### config.mk
export PLATFORM = sky130hd
export DESIGN_NAME = sagl_div
export DESIGN_NICKNAME = d
export VERILOG_FILES = /design/src/rtl/core/sagl_pkg.sv /design/src/rtl/core/sagl_div.sv
export SDC_FILE = /design/constraint.sdc
export NUM_CORES = 1
export LEC_CHECK = 0
export ABC_AREA = 1
export BUFFER_PORTS_ARGS = -buffer_cell sky130_fd_sc_hd__buf_4
export CAP_MARGIN = 40
export CORE_ASPECT_RATIO = 1.4
export CORE_MARGIN = 2
export CORE_UTILIZATION = 30
export DETAILED_ROUTE_END_ITERATION = 12
export GPL_TIMING_DRIVEN = 0
export MAX_ROUTING_LAYER = met4
export PLACE_DENSITY = 0.52
export SYNTH_ARGS = -nofsm -noshare
export SYNTH_HDL_FRONTEND = slang
export SYNTH_SLANG_ARGS = --single-unit
### constraint.sdc
create_clock -name i_clk -period 2.4 [get_ports i_clk]
set_input_delay 0.24 -clock i_clk [delete_from_list [all_inputs] [get_ports i_clk]]
set_output_delay 0.24 -clock i_clk [all_outputs]
set_load 0.01 [all_outputs]
### src/rtl/core/sagl_pkg.sv
package sagl_pkg;

    // Command codes
    localparam logic [1:0] CMD_TICK  = 2'd0;
    localparam logic [1:0] CMD_QUERY = 2'd1;
    localparam logic [1:0] CMD_WRITE = 2'd2;
    localparam logic [1:0] CMD_NONE  = 2'd3;

    // Configuration register indexes
    localparam logic [1:0] CFG_ROTATION_RATE  = 2'd0;
    localparam logic [1:0] CFG_HALF_WIDTH     = 2'd1;
    localparam logic [1:0] CFG_ANGLE_STEP     = 2'd2;
    localparam logic [1:0] CFG_ENTRIES_IN_USE = 2'd3;

    // Configuration reset values
    localparam logic [15:0] RATE_RESET    = 16'd0;
    localparam logic [14:0] HWIDTH_RESET  = 15'd8192;
    localparam logic [14:0] STEP_RESET    = 15'd64;
    localparam logic [10:0] ENTRIES_RESET = 11'd256;

    // Shared divider geometry: quotient bits and dividend width
    localparam int unsigned DIV_QBITS = 17;
    localparam int unsigned DIV_NBITS = 33;

    typedef struct packed {
        logic [1:0]         command;
        logic [15:0]        time_delta;
        logic [15:0]        aim_angle;
        logic [9:0]         entry_index;
        logic signed [15:0] entry_value;
    } t_in_beat;

    typedef struct packed {
        logic signed [15:0] gain;
        logic [15:0]        scan_angle;
        logic               in_beam;
    } t_out_beat;

    typedef struct packed {
        logic                 start;
        logic [DIV_NBITS-1:0] dividend;
        logic [15:0]          divisor;
    } t_div_req;

    typedef struct packed {
        logic                 done;
        logic [DIV_QBITS-1:0] quot;
        logic [15:0]          rem;
    } t_div_stat;

    typedef enum logic [3:0] {
        ST_IDLE,
        ST_TICK,
        ST_ADVANCE,
        ST_WRITE,
        ST_CHECK,
        ST_DIV1,
        ST_FETCH0,
        ST_FETCH1,
        ST_MUL,
        ST_DIV2,
        ST_WAIT2,
        ST_DONE
    } t_state;

endpackage

### src/rtl/core/sagl_div.sv
module sagl_div
    import sagl_pkg::*;
(
    input  logic      i_clk,
    input  logic      i_rst_n,
    input  t_div_req  i_req,
    output t_div_stat o_stat
);

    logic [15:0]          r_rem;
    logic [DIV_QBITS-1:0] r_q;
    logic [15:0]          r_div;
    logic [4:0]           r_cnt;
    logic                 r_done;

    logic [16:0] trial;
    logic        ge;

    assign trial = {r_rem, r_q[DIV_QBITS-1]};
    assign ge    = trial >= {1'b0, r_div};

    // Restoring division, one quotient bit per cycle
    always_ff @(posedge i_clk) begin
        if (!i_rst_n) begin
            r_cnt  <= '0;
            r_done <= 1'b0;
        end else if (i_req.start) begin
            r_cnt  <= 5'(DIV_QBITS);
            r_done <= 1'b0;
        end else begin
            r_done <= (r_cnt == 5'd1);
            if (r_cnt != '0) begin
                r_cnt <= r_cnt - 5'd1;
            end
        end
    end

    always_ff @(posedge i_clk) begin
        if (i_req.start) begin
            r_rem <= i_req.dividend[DIV_QBITS+15:DIV_QBITS];
            r_q   <= i_req.dividend[DIV_QBITS-1:0];
            r_div <= i_req.divisor;
        end else if (r_cnt != '0) begin
            r_rem <= ge ? 16'(trial - {1'b0, r_div}) : trial[15:0];
            r_q   <= {r_q[DIV_QBITS-2:0], ge};
        end
    end

    assign o_stat.done = r_done;
    assign o_stat.quot = r_q;
    assign o_stat.rem  = r_rem;

endmodule

Word level (Yosys, flattened, before mapping)

Index checks and enable logic that the tools add are counted.

Flip-flop bits (word level): 55
Latch bits: 0
RAM bits: 0
Memory bits (read-only): 0
Word-level logic and storage cells: 21
Memories kept: 0

$add $sub $neg: 2
Multiply operators: 0
Div/mod/pow operators: 0
$lt $le $gt $ge: 1
Equal/unequal tests: 1
Shift-type cells: 0
Muxes and demuxes: 7
Bitwise operators: 1
Reductions and logical operators: 3

Operator list:

| kind                                             | count |
|---|---|
| two-way mux 16 bit                               | 3 |
| two-way mux 17 bit                               | 2 |
| >= comparator 17 x 16 -> 1 bit                   | 1 |
| subtractor 16 bit                                | 1 |
| two-way mux 5 bit                                | 2 |
| == test 5 x 1 -> 1 bit, second input constant    | 1 |
| nonzero test 5 bit                               | 1 |
| subtractor 5 x 1 -> 5 bit, second input constant | 1 |
| nonzero test 2 bit                               | 1 |
| OR reduction 2 bit                               | 1 |
| NOT 1 bit                                        | 1 |

Logic depth before layout (Yosys ltp)

Gate-level depths: netlist (run 1).

Depth after elaboration: 4
Depth in mapped cells: 14
Mapped depth without buffers: 14

Least setup slack after synthesis (run 1)

Ideal clock, no wire load.

Path type: register to register
Start: register r_q[16]
End: register r_rem[14] (data pin)
Setup time: 0.253 ns
Arrival time: 1.757 ns
Data required time: 2.147 ns
Path slack: 0.390 ns
Stages on the path, launching flop included: 15
Period minus slack after synthesis: 2.010 ns
Cells stage by stage: edfxtp_1 inv_1 ha_1 inv_1 fa_1 nand2_1 nand2_1 nand3_1 nand2_1 nand2_1 nand2_1 nand2_1 nand3_2 nand3_1 nand2_1

Longest elaborated chain between the ends: 4
Elaborated cells on any way between the ends: 5
Classes of those cells: add/sub (1); order compare (1); mux (3)

RTL lines:

| element                                                             | RTL line                       | RTL |
|---|---|---|
| start: declaration                                                  | sagl_div.sv:11                 | `logic [DIV_QBITS-1:0] r_q;` |
| start signal: assignment                                            | sagl_div.sv:41                 | `r_q <= i_req.dividend[DIV_QBITS-1:0];` |
| start signal: assignment                                            | sagl_div.sv:45                 | `r_q <= {r_q[DIV_QBITS-2:0], ge};` |
| subtractor 16 bit or >= comparator 17 x 16 -> 1 bit (tied branches) | sagl_div.sv:44, sagl_div.sv:20 |  |
| two-way mux 16 bit (*)                                              | sagl_div.sv:44                 | `r_rem <= ge ? 16'(trial - {1'b0, r_div}) : trial[15:0];` |
| two-way mux 16 bit (*)                                              | sagl_div.sv:43                 | `end else if (r_cnt != '0) begin` |
| two-way mux 16 bit (*)                                              | sagl_div.sv:39                 | `if (i_req.start) begin` |
| end signal: assignment                                              | sagl_div.sv:40                 | `r_rem <= i_req.dividend[DIV_QBITS+15:DIV_QBITS];` |
| end signal: assignment                                              | sagl_div.sv:44                 |  |
| end: declaration                                                    | sagl_div.sv:10                 | `logic [15:0] r_rem;` |

Every way passes the cells marked *; elsewhere a longest branch is shown, timed or not. The select of a mux whose other input is x is not followed.
A chain may end at the register's enable or synchronous reset.

Worst setup path after layout (run 1)

Start: register r_rem[7]
End: register r_rem[6] (data pin)

Longest elaborated chain between the ends: 4

RTL lines:

| element                        | RTL line       | RTL |
|---|---|---|
| >= comparator 17 x 16 -> 1 bit | sagl_div.sv:20 | `assign ge = trial >= {1'b0, r_div};` |
| two-way mux 16 bit             | sagl_div.sv:44 |  |
| two-way mux 16 bit             | sagl_div.sv:43 |  |
| two-way mux 16 bit             | sagl_div.sv:39 |  |

No other way between the ends. The select of a mux whose other input is x is not followed.

==> metrics.md, run 1 <==
| Metric | Value |
|---|---|
| Most common cell after layout, fill and taps aside | nand2_1 |
| Count of flip-flops with a built-in enable after synthesis | 49 |
| Worst Hold Slack | 110 ps |
| Synth Register Bits | between 50 and 60 |
| Starting DRC count in detailed routing | approximately 110 |
| Final number of hold-violating endpoints | 0 |
| Sequential cell fraction of total power | 31.1% |
| PortBufs | 85 |
| CP startpoint kind | register |
| Actual transition at the worst max-transition pin | 603 ps |
| Post-route antenna net violation count | 0 |
| Met3 global-route usage | 2.88% |
| Number of DRC violations after detailed routing | 0 |
| Dominant cells by area after synthesis | edfxtp_1 41%, nand2_1 18%, ha_1 6.6%, inv_1 6.3%, nand3_1 4.9% |
| HPWL Detailed | around 7800 um |
| Met2 layer usage reported by global route | between 30 and 40% |
| Antenna violations before repair | 0 |
| Warning count from the yosys run | 0 |
| Number of buffers inserted to repair setup after CTS | 0 |
| Setup slack of the critical path after layout | roughly 130 ps |
| Switching share of total power | approximately two fifths |
| GR Util All Layers | 16.9% |
| Top FF cell, synth | edfxtp_1 |
| Clk root buf | clkbuf_16 |
| Final setup violating endpoints | 0 |
| Worst-Skew Late Latency | ~300 ps |
| Register clock-pin slew on the reported worst setup and hold paths | 80 ps |
| TritonCTS buffer count | 5 |
| Final weighted congestion of routability-driven global placement | ~0.92 |
| Chip height | 133 um |
| Wire length of the first global-routing pass | around 16,000 um |
| Die outline width | ~96 um |
| Part of the total power dissipated in combinational logic | between 50% and 60% |
| Max-slew violation count | 0 |
| Routed wire length per instance | approximately 14 um |
| Syn-to-layout area delta | 27.8% |
| Netlist cell types | 37 |
| Depth of the CTS H-tree | 2 |
| Top cell type's share of synthesized area | roughly 40% |
| Async set-reset flop share out of synthesis | 0% |
| Cell area after technology mapping | 3580 um^2 |
| Synthesized area per cell | 7.96 um^2 |
| Total I/O pin count | 86 |
| Largest buffer count on any clock path | 2 |
| Number of maximum-capacitance violations | 0 |
| Setup_tns | 0 ps |
| Critical path type | register to register |
| Global Route met1 Usage | around 19% |
| Number of filler cells placed in the layout | around 1,300 |
| Class of the most critical hold timing path | input pin to register |
| Arrival @ worst endpoint | roughly 2300 ps |
| Vias after detailed routing | between 3,000 and 4,000 |
| Pre-Repair DR Iteration Count | 4 |
| CTS sink count | 55 |
| Standard cell core area | between 10,000 and 15,000 um^2 |
| Post-synthesis cell type with the largest combined area | edfxtp_1 |
| Critical-path maximum fanout | 10 |
| Highest-count cells in the layout ignoring fill and taps | 171 x nand2_1, 86 x buf_4, 60 x inv_1 |
| Maximum ir drop on the vdd rail | about 0.36 mV |
| Busiest layer in global routing | met2 |
| Clock power share | between 15 and 20% |
| Worst-case clock skew | between 8 and 9 ps |
| Internal power | between 2000 and 3000 uW |
| Portion of the post-synthesis area used by sequential elements | 44.4% |
| Final worst path period need | approximately 2300 ps |
| Setup repair after global routing missed its margin | yes |
| Via-per-instance ratio | roughly 4.6 |
| Endpoint class of the critical path | register |
| TritonCTS clock tree | yes |
| Final #Nets | between 600 and 700 |
| Die footprint | roughly 13,000 um^2 |
| Outcome | completed |
| Largest net degree at the start of global routing | 26 |
| Worst Setup Slack post-DPL | 55.3 ps |
| Post-route fraction of the period consumed by the critical path | a little over nine tenths |
| Max transition margin | ~60% |
| Number of antenna repair diodes | 0 |
| Total routed wirelength | just under 10,000 um |
| Starting density of the core | 30.4% |
| PD cells | between 1000 and 1500 nW/um^2 |
| Net switching power figure | between 1500 and 2000 uW |
| Ratio of cells with drive above 1 in the final layout | a little under a quarter |
| Gate count of the mapped netlist | 450 |
| Cell leakage power | 0.00231 uW |
| Required time of the worst setup path | approximately 2500 ps |
| Number of global-route vias before repair | between 3,000 and 4,000 |
| Nets in the synthesized netlist | 522 |
| Grt ovf | 0 |
| Site row count | 47 |
| Upper clock frequency limit | ~0.44 GHz |
==> flip-flops by register name, indices dropped and copies added, names as in the netlist <==
name / cells
r_q: 17
r_div: 16
r_cnt: 5
r_done: 1
r_rem: 16
==> what timing repair did <==
action,in CTS,in global routing
endpoints found under the setup margin,0,6
resized for setup,0,2
hold buffers,0,0
==> logic make-up after synthesis <==
logic type               synth area share [%]
AND/OR/NAND/NOR                          34.8
adder cells (fa/ha/maj)                  7.20
buffers and inverters                    9.22
AO/OA/AOI/OAI                            2.38
XOR/XNOR                                 1.96
flip-flops                               44.4
==> path summary, 6_finish.rpt <==
kind	slack [ps]	depth (start not counted)	start	end
min reg2reg	520	2	r_cnt[1]	r_cnt[1]
max	130	12	r_rem[7]	r_rem[6]
max reg2reg	130	12	r_rem[7]	r_rem[6]
min	110	1	i_req[11]	r_div[11]
==> metal layers <==
metal	vias up	part of all wire, %
met2	95	53
li1	1623	-
met5	-	0
met3	10	5.9
met1	1444	39
met4	0	1.6
==> area by class of cell <==
class,instances,area (um^2),share of cell area (%)
Multi-Input combinational cell,315,1660,36.4
Sequential cell,55,1590,34.8
Timing Repair Buffer,86,658,14.4
Inverter,68,255,5.58
Tap cell,147,184,4.02
Clock buffer,6,129,2.82
Buffer,12,78.8,1.72
Clock inverter,2,16.3,0.355
==> worst max-delay path, cell delays in order (launching register included) <==
cell and delay (ps):
edfxtp_1 450, ha_1 390, nand2_1 160, inv_1 60
nand2_1 70, nand2_1 80, inv_2 70, nand3_2 100
nand2_4 180, buf_6 190, nand3b_1 90, nand3_1 130
nand2_1 60
==> cells in the mapped netlist, types with 2 or more instances <==
cell,number
nand2_1,172
inv_1,60
edfxtp_1,49
nand3_1,35
nor2_1,21
ha_1,19
nand3b_1,16
inv_2,8
a21oi_1,7
dfxtp_1,6
xnor2_1,6
nand4_1,5
clkbuf_1,4
nand2_2,4
nand3_2,4
nor3_1,4
o21ai_0,4
buf_2,3
buf_4,2
nor2_2,2
or2_2,2
xor2_1,2
==> power by group through the flow <==
stage | logic (uW) | registers (uW) | clock network [uW]
global placement | 2480 | 1500 | 0
floorplan | 1640 | 1540 | 0
detailed placement | 2520 | 1490 | 0
CTS | 2530 | 1480 | 789
global route | 2840 | 1510 | 819
finish | 2490 | 1470 | 760
==> per-stage QoR <==
stage	util, %	cells	instance area (um^2)	total power [uW]
4_1_cts	38.9	691	4570	4800
5_1_grt	38.9	691	4580	5170
3_5_place_dp	37.6	683	4430	4010
2_1_floorplan	-	450	3580	3180
3_3_place_gp	37.4	682	4400	3980
6_report	38.9	691	4580	4720
No activity file was read; power rests on OpenSTA's default activity.
==> run 2: changes to the inputs <==
--- a/config.mk
+++ b/config.mk
@@ -9,12 +9,12 @@
 export BUFFER_PORTS_ARGS = -buffer_cell sky130_fd_sc_hd__buf_4
 export CAP_MARGIN = 40
 export CORE_ASPECT_RATIO = 1.4
-export CORE_MARGIN = 2
 export CORE_UTILIZATION = 30
 export DETAILED_ROUTE_END_ITERATION = 12
 export GPL_TIMING_DRIVEN = 0
 export MAX_ROUTING_LAYER = met4
 export PLACE_DENSITY = 0.52
+export RECOVER_POWER = 50
 export SYNTH_ARGS = -nofsm -noshare
 export SYNTH_HDL_FRONTEND = slang
 export SYNTH_SLANG_ARGS = --single-unit
==> run 2 against run 1 <==
Net effect: combinational power decreased by 2%; maximum frequency increased by 2.3%; clock-buffer cell count unchanged; via count decreased by 0.13%; worst hold slack improved by 17 ps; cell area decreased by 0.57%; largest cell class unchanged.
==> metrics.md, run 2 (synthesized netlist as in run 1, its figures left out) <==
| Metric | Value |
|---|---|
| Number of filler cells placed in the layout | 1,251 |
| Syn-to-layout area delta | 27.1% |
| Net switching power figure | between 2000 and 2500 uW |
| Site row count | 46 |
| TritonCTS buffer count | 5 |
| Post-route fraction of the period consumed by the critical path | ~93% |
| Register clock-pin slew on the reported worst setup and hold paths | about 80 ps |
| Number of global-route vias before repair | 3,272 |
| Part of the total power dissipated in combinational logic | about half |
| GR Util All Layers | 17.7% |
| Starting density of the core | a little under a third |
| Final weighted congestion of routability-driven global placement | 0.873 |
| Hold-fix buffers, CTS | 0 |
| Total I/O pin count | between 80 and 90 |
| Most flop-heavy register | r_q |
| Pre-Repair DR Iteration Count | 4 |
| Clk root buf | clkbuf_16 |
| Leading registers by flop count | r_q: 17 flops, r_div: 16 flops, r_rem: 16 flops |
| Internal power | 2770 uW |
| Cell leakage power | roughly 0.0022 uW |
| Worst-case clock skew | between 8 and 9 ps |
| Number of antenna repair diodes | 0 |
| Upper clock frequency limit | 0.450 GHz |
| Finished Layout Cells | approximately 690 |
| CP startpoint kind | register |
| Grt ovf | 0 |
| Starting DRC count in detailed routing | 154 |
| Max-slew violation count | 0 |
| Max reg flops | 17 |
| Depth of the CTS H-tree | 2 |
| Max transition margin | 60.7% |
| Die outline width | between 90 and 100 um |
| Class of the most critical hold timing path | input pin to register |
| Standard cell core area | about 11,000 um^2 |
| Critical path type | register to register |
| Ratio of cells with drive above 1 in the final layout | approximately a fifth |
| Endpoint class of the critical path | register |
| PD cells | 1050 nW/um^2 |
| Setup_tns | 0 ps |
| Clock power share | 18.2% |
| Highest-count cells in the layout ignoring fill and taps | 167 x nand2_1, 60 x inv_1, 49 x edfxtp_1 |
| Number of DRC violations after detailed routing | 0 |
| Sequential cell fraction of total power | between 30% and 40% |
| Worst-Skew Late Latency | roughly 300 ps |
| Switching share of total power | 42.1% |
| Chip height | between 100 and 150 um |
| Die footprint | 12,400 um^2 |
| Routed wire length per instance | approximately 14 um |
| Largest net degree at the start of global routing | 23 |
| Final #Nets | slightly above 600 |
| Number of maximum-capacitance violations | 0 |
| Critical-path maximum fanout | 10 |
| Wire length of the first global-routing pass | approximately 16,000 um |
| Actual transition at the worst max-transition pin | 589 ps |
| Required time of the worst setup path | between 2000 and 2500 ps |
| Most common cell after layout, fill and taps aside | nand2_1 |
| Maximum ir drop on the vdd rail | ~0.42 mV |
| Placed cells | 680 |
| Setup repair after global routing missed its margin | no |
| PortBufs | 85 |
| Arrival @ worst endpoint | 2280 ps |
| CTS sink count | 55 |
| Via-per-instance ratio | 4.57 |
| Vias after detailed routing | between 3,000 and 4,000 |
| TritonCTS clock tree | yes |
| Final worst path period need | 2220 ps |
| HPWL Detailed | 7690 um |
| Total routed wirelength | 9980 um |
| Antenna violations before repair | 0 |
| Largest buffer count on any clock path | 2 |
| Outcome | completed |
| Post-route antenna net violation count | 0 |
| Final number of hold-violating endpoints | 0 |
| Final setup violating endpoints | 0 |
| Register-to-register setup slack | around 180 ps |
[run 2: cell type report]
type | instances | area [um^2] | area share, %
buffer | 12 | 73.8 | 1.62
clock buffer | 6 | 129 | 2.83
clock inverter | 2 | 38.8 | 0.852
inverter | 68 | 255 | 5.61
multi-input combinational | 315 | 1700 | 37.3
sequential | 55 | 1590 | 35.0
tap | 144 | 180 | 3.96
timing repair buffer | 91 | 583 | 12.8
[run 2: metrics by stage]
| stage | utilization, % | cell area, um^2 | hold WS (ps) | worst slack, ps | power (uW) |
|---|---|---|---|---|---|
| floorplan | - | 3580 | 339 | 390 | 3180 |
| global placement | 38.4 | 4400 | 419 | -772 | 3990 |
| detailed placement | 38.7 | 4430 | 420 | -9.79 | 4010 |
| CTS | 40.1 | 4600 | 100 | 67.1 | 4900 |
| global route | 39.7 | 4550 | 121 | 11.5 | 5210 |
| finish | 39.7 | 4550 | 127 | 176 | 4790 |
[run 2: final timing paths]
path / to / cells past startpoint / start
worst max register to register: r_rem[6] / 10 / r_rem[13]
worst min register to register: r_cnt[1] / 2 / r_cnt[1]
worst min-delay path: r_div[2] / 1 / i_req[2]
worst max-delay path: r_rem[6] / 10 / r_rem[13]
[run 2: repair_timing]
action                     4_1_cts  5_1_grt
buffers inserted                 0        5
setup endpoints to repair        0       12
resized for setup                0        7
[run 2: worst max-delay path, stage by stage, from the launching register on]
cell      delay, ps
edfxtp_1        440
ha_1            400
a21oi_2         180
nor2_1           50
nor2_1          130
nand2_2         100
nor2_8          190
buf_6           190
nand3b_1         80
nand3_1         140
nand2_1          70
[run 2: per-layer routing]
layer	wire [um]	part of all wire (%)	track usage, %
met1	3990	40	19.8
met2	5360	54	31.4
met3	454	4.5	2.49
met4	179	1.8	5.90
met5	0	0	-
[run 2: power groups by stage]
stage	sequential, uW	combinational (uW)	clock (uW)
floorplan	1540	1640	0
global placement	1500	2490	0
detailed placement	1500	2520	0
CTS	1480	2530	898
global route	1510	2790	921
finish	1470	2450	871
